<file path="config.mk">
export PLATFORM = sky130hd
export DESIGN_NAME = sm83_alu_with_flags
export DESIGN_NICKNAME = d
export VERILOG_FILES = /design/src/design/sm83_alu_pkg.sv /design/src/design/sm83_alu_core.sv /design/src/design/sm83_alu_with_flags.sv
export SDC_FILE = /design/constraint.sdc
export NUM_CORES = 1
export LEC_CHECK = 0
export ABC_CLOCK_PERIOD_IN_PS = 10500
export BUFFER_PORTS_ARGS = -buffer_cell sky130_fd_sc_hd__buf_2
export CELL_PAD_IN_SITES_DETAIL_PLACEMENT = 1
export CELL_PAD_IN_SITES_GLOBAL_PLACEMENT = 1
export CORE_ASPECT_RATIO = 0.8
export CORE_MARGIN = 3
export CORE_UTILIZATION = 40
export CTS_CLUSTER_DIAMETER = 120
export DETAILED_ROUTE_END_ITERATION = 6
export PLACE_DENSITY = 0.83
export SLEW_MARGIN = 20
export SYNTH_ARGS = -nofsm -noshare
export SYNTH_HDL_FRONTEND = slang
export SYNTH_HIERARCHICAL = 1
export SYNTH_SLANG_ARGS = --single-unit
export TNS_END_PERCENT = 50
</file>
<file path="constraint.sdc">
create_clock -name clk -period 10.5 [get_ports clk]
set_input_delay 2.1 -clock clk [delete_from_list [all_inputs] [get_ports clk]]
set_output_delay 2.1 -clock clk [all_outputs]
set_load 0.02 [all_outputs]
</file>
<file path="src/design/sm83_alu_pkg.sv">
package sm83_alu_pkg;

	localparam int unsigned OP_W        = 6;
	localparam int unsigned IN_TDATA_W  = 48;
	localparam int unsigned OUT_TDATA_W = 32;

	typedef enum logic [OP_W-1:0] {
		OP_ADD   = 6'd0,
		OP_ADC   = 6'd1,
		OP_SUB   = 6'd2,
		OP_SBC   = 6'd3,
		OP_AND   = 6'd4,
		OP_XOR   = 6'd5,
		OP_OR    = 6'd6,
		OP_CP    = 6'd7,
		OP_INC8  = 6'd8,
		OP_DEC8  = 6'd9,
		OP_DAA   = 6'd10,
		OP_CPL   = 6'd11,
		OP_WRC   = 6'd12,
		OP_RLCA  = 6'd13,
		OP_RRCA  = 6'd14,
		OP_RLA   = 6'd15,
		OP_RRA   = 6'd16,
		OP_RLC   = 6'd17,
		OP_RRC   = 6'd18,
		OP_RL    = 6'd19,
		OP_RR    = 6'd20,
		OP_SLA   = 6'd21,
		OP_SRA   = 6'd22,
		OP_SWAP  = 6'd23,
		OP_SRL   = 6'd24,
		OP_BIT   = 6'd25,
		OP_SET   = 6'd26,
		OP_RES   = 6'd27,
		OP_ADD16 = 6'd28,
		OP_SPOFS = 6'd29,
		OP_INC16 = 6'd30,
		OP_DEC16 = 6'd31,
		OP_LDA   = 6'd32
	} op_t;

	typedef struct packed {
		logic z;
		logic n;
		logic h;
		logic c;
	} flags_t;

	typedef struct packed {
		logic [7:0]  rb;
		logic [15:0] rw;
		flags_t      fl;
		logic        wa;
	} alu_res_t;

	typedef struct packed {
		logic [5:0]  op;
		logic [7:0]  operand;
		logic [2:0]  bit_index;
		logic [15:0] wide_left;
		logic [15:0] wide_right;
		logic        new_carry;
	} alu_req_t;

endpackage

</file>
<file path="src/design/sm83_alu_core.sv">
module sm83_alu_core
	import sm83_alu_pkg::*;
(
	input  alu_req_t   req,
	input  logic [7:0] acc,
	input  flags_t     flags,
	output alu_res_t   res
);

	op_t         op;
	logic [7:0]  v;
	logic [8:0]  sum9;
	logic [4:0]  nib5;
	logic [16:0] sum17;
	logic [12:0] sum13;
	logic [7:0]  corr;
	logic [7:0]  src;
	logic [7:0]  mask;
	logic [7:0]  shifted;
	logic        sh_c;
	logic        left;
	logic        ins;
	logic        t;
	logic        cin;

	assign op = op_t'(req.op);
	assign v  = req.operand;

	always_comb begin
		cin   = flags.c;
		sum9  = '0;
		nib5  = '0;
		sum17 = '0;
		sum13 = '0;
		corr  = '0;
		t     = 1'b0;
		mask  = 8'd1 << req.bit_index;

		// shared rotate and shift unit
		src  = (op inside {OP_RLCA, OP_RRCA, OP_RLA, OP_RRA}) ? acc : v;
		left = op inside {OP_RLCA, OP_RLA, OP_RLC, OP_RL, OP_SLA};
		case (op)
			OP_RLCA, OP_RLC:                ins = src[7];
			OP_RRCA, OP_RRC:                ins = src[0];
			OP_RLA, OP_RRA, OP_RL, OP_RR:   ins = cin;
			OP_SRA:                         ins = src[7];
			default:                        ins = 1'b0;
		endcase
		shifted = left ? {src[6:0], ins} : {ins, src[7:1]};
		sh_c    = left ? src[7] : src[0];

		res.rb = acc;
		res.rw = '0;
		res.fl = flags;
		res.wa = 1'b0;

		case (op)
			OP_ADD, OP_ADC: begin
				t         = (op == OP_ADC) & cin;
				sum9      = {1'b0, acc} + {1'b0, v} + {8'd0, t};
				nib5      = {1'b0, acc[3:0]} + {1'b0, v[3:0]} + {4'd0, t};
				res.rb    = sum9[7:0];
				res.fl    = '{z: sum9[7:0] == 8'd0, n: 1'b0, h: nib5[4], c: sum9[8]};
				res.wa    = 1'b1;
			end
			OP_SUB, OP_SBC, OP_CP: begin
				t         = (op == OP_SBC) & cin;
				sum9      = {1'b0, acc} - {1'b0, v} - {8'd0, t};
				nib5      = {1'b0, acc[3:0]} - {1'b0, v[3:0]} - {4'd0, t};
				res.fl    = '{z: sum9[7:0] == 8'd0, n: 1'b1, h: nib5[4], c: sum9[8]};
				if (op != OP_CP) begin
					res.rb = sum9[7:0];
					res.wa = 1'b1;
				end
			end
			OP_AND, OP_XOR, OP_OR: begin
				res.rb = (op == OP_AND) ? (acc & v) : (op == OP_XOR) ? (acc ^ v) : (acc | v);
				res.fl = '{z: res.rb == 8'd0, n: 1'b0, h: op == OP_AND, c: 1'b0};
				res.wa = 1'b1;
			end
			OP_INC8: begin
				res.rb   = v + 8'd1;
				res.fl.z = res.rb == 8'd0;
				res.fl.n = 1'b0;
				res.fl.h = v[3:0] == 4'hF;
			end
			OP_DEC8: begin
				res.rb   = v - 8'd1;
				res.fl.z = res.rb == 8'd0;
				res.fl.n = 1'b1;
				res.fl.h = v[3:0] == 4'h0;
			end
			OP_DAA: begin
				res.fl.c = 1'b0;
				if (!flags.n) begin
					if (flags.c || acc > 8'h99) begin
						res.fl.c = 1'b1;
						corr     = corr | 8'h60;
					end
					if (flags.h || acc[3:0] > 4'h9)
						corr = corr | 8'h06;
				end else if (flags.c) begin
					res.fl.c = 1'b1;
					corr     = flags.h ? 8'h9A : 8'hA0;
				end else if (flags.h) begin
					corr = 8'hFA;
				end
				res.rb   = acc + corr;
				res.fl.z = res.rb == 8'd0;
				res.fl.h = 1'b0;
				res.wa   = 1'b1;
			end
			OP_CPL: begin
				res.rb   = ~acc;
				res.fl.n = 1'b1;
				res.fl.h = 1'b1;
				res.wa   = 1'b1;
			end
			OP_WRC: begin
				res.fl.n = 1'b0;
				res.fl.h = 1'b0;
				res.fl.c = req.new_carry;
			end
			OP_RLCA, OP_RRCA, OP_RLA, OP_RRA: begin
				res.rb = shifted;
				res.fl = '{z: 1'b0, n: 1'b0, h: 1'b0, c: sh_c};
				res.wa = 1'b1;
			end
			OP_RLC, OP_RRC, OP_RL, OP_RR, OP_SLA, OP_SRA, OP_SRL: begin
				res.rb = shifted;
				res.fl = '{z: shifted == 8'd0, n: 1'b0, h: 1'b0, c: sh_c};
			end
			OP_SWAP: begin
				res.rb = {v[3:0], v[7:4]};
				res.fl = '{z: v == 8'd0, n: 1'b0, h: 1'b0, c: 1'b0};
			end
			OP_BIT: begin
				res.rb   = v;
				res.fl.z = (v & mask) == 8'd0;
				res.fl.n = 1'b0;
				res.fl.h = 1'b1;
			end
			OP_SET: res.rb = v | mask;
			OP_RES: res.rb = v & ~mask;
			OP_ADD16: begin
				sum17    = {1'b0, req.wide_left} + {1'b0, req.wide_right};
				sum13    = {1'b0, req.wide_left[11:0]} + {1'b0, req.wide_right[11:0]};
				res.rw   = sum17[15:0];
				res.fl.n = 1'b0;
				res.fl.h = sum13[12];
				res.fl.c = sum17[16];
			end
			OP_SPOFS: begin
				// H and C come from the unsigned low byte of SP plus the raw offset
				res.rw = req.wide_left + {{8{v[7]}}, v};
				nib5   = {1'b0, req.wide_left[3:0]} + {1'b0, v[3:0]};
				sum9   = {1'b0, req.wide_left[7:0]} + {1'b0, v};
				res.fl = '{z: 1'b0, n: 1'b0, h: nib5[4], c: sum9[8]};
			end
			OP_INC16: res.rw = req.wide_left + 16'd1;
			OP_DEC16: res.rw = req.wide_left - 16'd1;
			OP_LDA: begin
				res.rb = v;
				res.wa = 1'b1;
			end
			default: ;
		endcase
	end

endmodule

</file>
<file path="src/design/sm83_alu_with_flags.sv">
// SM83 accumulator ALU with Z/N/H/C flags.
// Input channel s_axis_*: one operation per transaction; tuser carries the
// operation code, tdata the operands. Output channel m_axis_*: one result
// transaction per input, in order, carrying the byte result, the 16-bit
// result and the four flags after the operation.
// The accumulator and flag register live inside the block and are updated
// as each operation leaves the input register for the result register, so
// the next operation sees them without a gap.
// Each operation passes through the input register, then the result register.
// Throughput: one operation per cycle while the receiver does not stall; the
// single ALU pass between the two registers sets it.
// Reset clears the accumulator, the flags and both valid bits.
// When the receiver stalls, the result register holds, the input register
// fills behind it, and s_axis_tready drops only when both are occupied.
module sm83_alu_with_flags
	import sm83_alu_pkg::*;
(
	input  logic                   clk,
	input  logic                   arst_n,
	input  logic                   s_axis_tvalid,
	output logic                   s_axis_tready,
	// [7:0] operand, [10:8] bit_index, [26:11] wide_left, [42:27] wide_right,
	// [43] new_carry, [47:44] zero
	input  logic [IN_TDATA_W-1:0]  s_axis_tdata,
	// [5:0] req_type
	input  logic [OP_W-1:0]        s_axis_tuser,
	output logic                   m_axis_tvalid,
	input  logic                   m_axis_tready,
	// [7:0] result_byte, [23:8] result_word, [24] zero_out, [25] subtract_out,
	// [26] half_carry_out, [27] carry_out, [31:28] zero
	output logic [OUT_TDATA_W-1:0] m_axis_tdata
);

	logic       valid_s1;
	alu_req_t   req_s1;
	logic       valid_s2;
	alu_res_t   res_s2;
	alu_res_t   res;
	logic [7:0] acc_q;
	flags_t     flags_q;
	logic       adv;

	assign adv           = valid_s1 & (~valid_s2 | m_axis_tready);
	assign s_axis_tready = ~valid_s1 | adv;

	always_ff @(posedge clk or negedge arst_n) begin
		if (!arst_n) begin
			valid_s1 <= 1'b0;
		end else if (s_axis_tready) begin
			valid_s1 <= s_axis_tvalid;
		end
	end

	always_ff @(posedge clk) begin
		if (s_axis_tvalid && s_axis_tready) begin
			req_s1.op         <= s_axis_tuser;
			req_s1.operand    <= s_axis_tdata[7:0];
			req_s1.bit_index  <= s_axis_tdata[10:8];
			req_s1.wide_left  <= s_axis_tdata[26:11];
			req_s1.wide_right <= s_axis_tdata[42:27];
			req_s1.new_carry  <= s_axis_tdata[43];
		end
	end

	sm83_alu_core u_core (
		.req   (req_s1),
		.acc   (acc_q),
		.flags (flags_q),
		.res   (res)
	);

	// commit architectural state as the operation moves into the result register
	always_ff @(posedge clk or negedge arst_n) begin
		if (!arst_n) begin
			acc_q    <= '0;
			flags_q  <= '0;
			valid_s2 <= 1'b0;
		end else begin
			if (adv) begin
				flags_q  <= res.fl;
				valid_s2 <= 1'b1;
				if (res.wa)
					acc_q <= res.rb;
			end else if (m_axis_tready) begin
				valid_s2 <= 1'b0;
			end
		end
	end

	always_ff @(posedge clk) begin
		if (adv)
			res_s2 <= res;
	end

	assign m_axis_tvalid = valid_s2;
	assign m_axis_tdata  = {4'd0, res_s2.fl.c, res_s2.fl.h, res_s2.fl.n, res_s2.fl.z,
		res_s2.rw, res_s2.rb};

`ifndef SYNTHESIS
	a_acc_hold: assert property (@(posedge clk) disable iff (!arst_n)
		!adv |=> $stable(acc_q))
		else $error("accumulator changed without an operation retiring");

	a_ready_when_empty: assert property (@(posedge clk) disable iff (!arst_n)
		!m_axis_tvalid |-> s_axis_tready)
		else $error("input stalled while result register empty");

	a_flags_match: assert property (@(posedge clk) disable iff (!arst_n)
		adv |=> m_axis_tvalid && flags_q == {m_axis_tdata[24], m_axis_tdata[25],
			m_axis_tdata[26], m_axis_tdata[27]})
		else $error("flag register disagrees with presented flags");
`endif

endmodule
</file>
=== Yosys cells after proc, flatten, opt, wreduce, memory -nomap -nowiden ===
Index checks and enable logic that the tools add are counted.
W data, S select, Z words.

* Input port bits: 58
* Bits in registers: 92
* Output and inout port bits: 34

* Shift-type cells: 1
* Muxes and demuxes: 27
* Bitwise gates (word level): 15
* $add $sub $neg: 18
* Eq/ne operators: 34
* Magnitude comparators: 2
* Reductions and logical operators: 34

{| class="wikitable"
|+ Operators by type and width
! kind !! number
|-
| $eq A6 B5 Y1 const B || 16
|-
| $pmux W8 S12 || 1
|-
| $logic_not A8 Y1 || 9
|-
| $mux W8 || 9
|-
| $pmux W16 S4 || 1
|-
| $eq A6 B4 Y1 const B || 8
|-
| $and A8 B8 Y8 || 3
|-
| $eq A6 B3 Y1 const B || 4
|-
| $reduce_or A22 Y1 || 1
|-
| $add A8 B8 Y9 || 2
|-
| $add A16 B16 Y17 || 1
|-
| $add A16 B1 Y16 const B || 1
|-
| $add A16 B16 Y16 || 1
|-
| $not A8 Y8 || 2
|-
| $or A8 B8 Y8 || 2
|-
| $sub A16 B1 Y16 const B || 1
|-
| $reduce_or A14 Y1 || 1
|-
| $add A12 B12 Y13 || 1
|-
| $eq A6 B2 Y1 const B || 2
|-
| $reduce_or A12 Y1 || 1
|-
| $reduce_or A11 Y1 || 1
|-
| $add A4 B4 Y5 || 2
|-
| $pmux W1 S10 || 1
|-
| $reduce_or A5 Y1 || 2
|-
| other kinds (40) || 58
|}

=== Longest topological paths before layout ===
* Depth after elaboration: 9
* Gate-level depth with buffers: 18

=== By module ===
Netlist, hierarchy kept.

{| class="wikitable"
|+ By module, submodules not included
! module !! instances !! area an instance (sq um) !! cells an instance !! sequential area each (sq um)
|-
| sm83_alu_core || 1 || 5383.9 || 801 || 0.0
|-
| sm83_alu_with_flags || 1 || 2962.8 || 118 || 2692.6
|}

=== Least setup slack after synthesis ===
No wires, ideal clock.

* Kind: in2out
* From: input port m_axis_tready
* To: output port s_axis_tready
* Cell stages on the path: 1
* Required time: 8400 ps
* Slack: 6022 ps
* Path buffers: 0
* Data arrival time: 2378 ps
* Path through: nand3b_1

* Cells in the longest elaborated chain, start to end: 3

{| class="wikitable"
|+ RTL lines
! what !! RTL line !! text
|-
| start: declaration || sm83_alu_with_flags.sv:28 || <nowiki>input logic m_axis_tready,</nowiki>
|-
| $or A1 B1 Y1 || sm83_alu_with_flags.sv:43 || <nowiki>assign adv = valid_s1 & (~valid_s2 | m_axis_tready);</nowiki>
|-
| $and A1 B1 Y1 || sm83_alu_with_flags.sv:43 ||
|-
| $or A1 B1 Y1 || sm83_alu_with_flags.sv:44 || <nowiki>assign s_axis_tready = ~valid_s1 | adv;</nowiki>
|-
| end: declaration || sm83_alu_with_flags.sv:21 || <nowiki>output logic s_axis_tready,</nowiki>
|}

No other way between the ends.

==> impl_metrics.env <==
export IMPL_run_status="finished, final reports clean"
export IMPL_drive_above_1_share_pct=15.5
export IMPL_max_cap_viol_count=0
export IMPL_critPathLaunchType="flip-flop"
export IMPL_cts_hold_buffers_added=0
export IMPL_post_synth_num_cell_types=86
export IMPL_die_area_um2=22600
export IMPL_post_route_min_period_ns=5.73
export IMPL_synth_top_area_share_pct=28.1
export IMPL_worst_hold_path_num_cells=1
export IMPL_die_y_um=135
export IMPL_core_area_um2=20100
export IMPL_critPathCaptureType="flip-flop"
export IMPL_drt_wirelength_per_cell_um=22.9
export IMPL_dpl_cell_area_um2=8980
export IMPL_clk_pin_slew_ns=0.07
export IMPL_clock_skew_final_ns=0.0107
export IMPL_yosys_top_cells_count="104 x sky130_fd_sc_hd__a21oi_1, 84 x sky130_fd_sc_hd__nand2_1, 81 x sky130_fd_sc_hd__ha_1"
export IMPL_worstPathMaxFanout=26
export IMPL_multi_input_area_um2=5270
export IMPL_clockRootBuffer="sky130_fd_sc_hd__clkbuf_16"
export IMPL_min_path_type="flip-flop to flip-flop"
export IMPL_cts_inserted_buffers=9
export IMPL_finish_utilization_pct=46.2
export IMPL_cts_max_path_buffers=2
export IMPL_synth_enable_flop_cells=78
export IMPL_synth_seq_area_share_pct=32.3
export IMPL_detailedRoute_firstPassIterationCount=5
export IMPL_yosys_synthesis_warning_count=6
export IMPL_max_stage_delay_ns=0.87
export IMPL_post_layout_total_power_mw=1.80
export IMPL_timing_final_hold_violations=0
export IMPL_setup_fix_buffers_added_after_clock_tree_synthesis=0
export IMPL_vias=7759
export IMPL_ys_seq_elements=92
export IMPL_synth_async_sr_flop_share_pct=15.2
export IMPL_number_of_nets_in_the_layout=1127
export IMPL_grt_overflow_total=0
export IMPL_combinational_family_with_the_most_area_after_synthesis="compound AO/OA/AOI/OAI gates"
export IMPL_number_of_antenna_violations_at_the_first_check_in_global_routing=0
export IMPL_cp_data_required_time_ns=10.58
export IMPL_regToRegEndpoint="m_axis_tdata[23]$_DFFE_PP_"
export IMPL_hpwl_mm=21.3
export IMPL_synth_top_cells_by_area="sky130_fd_sc_hd__edfxtp_1 28%, sky130_fd_sc_hd__ha_1 12%, sky130_fd_sc_hd__a21oi_1 6.2%, sky130_fd_sc_hd__xnor2_1 4.6%, sky130_fd_sc_hd__dfrtp_1 4.2%"
export IMPL_hold_start="flags_q[3]$_DFFE_PN0P_"
export IMPL_maxSlewViolCount=0
export IMPL_p_leak_nw=3.79
export IMPL_detail_route_antenna_nets=0
export IMPL_grt_first_pass_wirelength_mm=44.5
export IMPL_die_w_um=168
export IMPL_timing_critical_path_slowest_stage_cell="sky130_fd_sc_hd__edfxtp_1"
export IMPL_drt_total_wl_mm=28.6
export IMPL_max_clock_freq_mhz=174
export IMPL_timing_worst_slew_pin_value_ns=1.03
export IMPL_post_route_period_util_pct=54.6
export IMPL_clk_latency_ns=0.36
export IMPL_p_per_area_nw_per_um2=193
export IMPL_vias_per_cell=6.21
export IMPL_timing_slew_headroom_pct=30.5
export IMPL_total_standard_cell_area_after_synthesis_um2=8350
export IMPL_initial_core_util_pct=41.4
export IMPL_setup_total_neg_slack_ns=0
export IMPL_synthFlopType="sky130_fd_sc_hd__edfxtp_1"
export IMPL_synth_xor_area_share_pct=5.56
export IMPL_startpoint_of_the_lowest_slack_register_to_register_path="req_s1[47]$_DFFE_PP_"
export IMPL_yosys_area_share_simple_pct=15.9
export IMPL_ioPinCount=92
export IMPL_finish_instance_area_um2=9310
export IMPL_hold_path_endpoint="flags_q[3]$_DFFE_PN0P_"
export IMPL_r2r_setup_slack_ns=4.77
export IMPL_timing_worst_setup_path_type="flip-flop to flip-flop"
export IMPL_register_area_um2=2690
export IMPL_initialDrtViolationCount=788
export IMPL_worstRegToRegCells=15
export IMPL_path_cells="nand2_1 > nor2_1 > nand2_1 > nor2_1 > a21oi_1 > ha_1 > nor2b_1 > o2111a_1 > nor3_1 > o311ai_1 > a31o_2 > a21oi_1 > xnor2_1 > mux2i_1 > a211oi_1"
export IMPL_yosys_cell_count_top_type="sky130_fd_sc_hd__a21oi_1"
export IMPL_setup_violations=0
export IMPL_gpl_final_weighted_congestion=0.994
export IMPL_areaGrowthSynthToFinish_pct=11.5
export IMPL_rows=46
export IMPL_n_antenna_cell=0
export IMPL_cts_num_sinks=92
export IMPL_post_route_drc_count=0
export IMPL_tritoncts="built"
export IMPL_synthMuxAreaShare_pct=5.65
export IMPL_synth_adder_area_share_pct=13.8
export IMPL_grt_pass1_vias=7758
export IMPL_worst_endpoint_arrival_ns=5.81
export IMPL_grt_max_degree=51
export IMPL_maximum_level_of_the_cts_h_tree=3
export IMPL_count_of_filler_cells_inserted_in_the_layout=2387
export IMPL_synth_cells=919
export IMPL_rsz0062_at_grt="false"
export IMPL_holdWs_ns=0.520
export IMPL_syn_mean_instance_area_um2=9.08
export IMPL_cts_resized=0
export IMPL_io_buffer_count=83
export IMPL_gr_util_all_layers_pct=25.0
export IMPL_synth_compound_area_share_pct=22.0
export IMPL_irDropWorstVdd_mv=0.0723
export IMPL_synth_largest_area_cell="sky130_fd_sc_hd__edfxtp_1"
[worst max path at each step]
stage                          from                         end  slack (ns)
3_3_place_gp   req_s1[47]$_DFFE_PP_  m_axis_tdata[23]$_DFFE_PP_        5.18
5_1_grt        req_s1[47]$_DFFE_PP_  m_axis_tdata[23]$_DFFE_PP_        4.35
6_report       req_s1[47]$_DFFE_PP_  m_axis_tdata[23]$_DFFE_PP_        4.77
3_5_place_dp   req_s1[47]$_DFFE_PP_  m_axis_tdata[23]$_DFFE_PP_        5.05
2_1_floorplan         m_axis_tready               s_axis_tready        6.02
4_1_cts        req_s1[47]$_DFFE_PP_  m_axis_tdata[23]$_DFFE_PP_        4.93
[worst max-delay path: cells and delay by family, from the launching register on]
family,cells,cell delay [ns]
AO/OA/AOI/OAI,6,1.19
XOR/XNOR,1,0.20
adder cells (fa/ha/maj),1,0.33
flip-flops,1,0.87
multiplexers,1,0.23
AND/OR/NAND/NOR,6,2.63
[power breakdown]
part | total, mW | internal, mW | leakage, nW | switching (mW)
logic | 0.882 | 0.357 | 2.71 | 0.525
clock network | 0.372 | 0.213 | 0.159 | 0.159
registers | 0.545 | 0.451 | 0.926 | 0.0942
[state kept, by name, summed over array words and instances (netlist names)]
name,count
valid_s1,1
m_axis_tdata,28
flags_q,4
acc_q,8
m_axis_tvalid,1
req_s1,50
[layout make-up]
cell class                      count  area share, %
Clock buffer                        9           2.42
Clock inverter                      7           1.13
Inverter                           49           1.98
Multi-Input combinational cell    734           56.6
Sequential cell                    92           28.9
Tap cell                          264           3.55
Timing Repair Buffer               95           5.43
[stage by stage]
stage          worst slack, ns  cells
2_1_floorplan             6.02    922
3_3_place_gp              5.18   1234
5_1_grt                   4.35   1250
4_1_cts                   4.93   1250
6_report                  4.77   1250
3_5_place_dp              5.05   1234
[routing by layer]
metal	global-route usage [%]	vias up	part of all wire, %
met3	4.43	46	8.2
met2	38.9	322	44
li1	-	3549	-
met5	0	-	0
met4	7.00	0	2.2
met1	36.0	3842	46
[placed cells by master (no fill, tap or decap), types with 10 or more instances in the layout]
cell type                  synthesis  layout
sky130_fd_sc_hd__o21ai_0          30      30
sky130_fd_sc_hd__ha_1             81      81
sky130_fd_sc_hd__a31oi_1          10      10
sky130_fd_sc_hd__edfxtp_1         78      78
sky130_fd_sc_hd__nor2_1           65      65
sky130_fd_sc_hd__buf_4             5      12
sky130_fd_sc_hd__buf_2             4      83
sky130_fd_sc_hd__dfrtp_1          14      14
sky130_fd_sc_hd__inv_1            40      40
sky130_fd_sc_hd__a21oi_1         104     104
sky130_fd_sc_hd__o21bai_1         10      10
sky130_fd_sc_hd__nand2_1          84      84
sky130_fd_sc_hd__o21a_1           12      12
sky130_fd_sc_hd__xnor2_1          44      44
sky130_fd_sc_hd__a211oi_1         12      12
sky130_fd_sc_hd__mux2i_1          16      16
sky130_fd_sc_hd__o22ai_1          11      11
sky130_fd_sc_hd__a21o_1           16      16
sky130_fd_sc_hd__o21ai_1          17      17
sky130_fd_sc_hd__nand3_1          22      22
sky130_fd_sc_hd__nor3_1           25      25
[cells by family after synthesis]
| family | Yosys count |
|---|---|
| compound gates | 287 |
| xor+xnor | 53 |
| fa+ha+maj | 88 |
| buf+inv | 96 |
| flops | 92 |
| mux | 35 |
| other cells | 1 |
| simple gates | 267 |
Note: power is estimated with default switching activity, not from simulation.
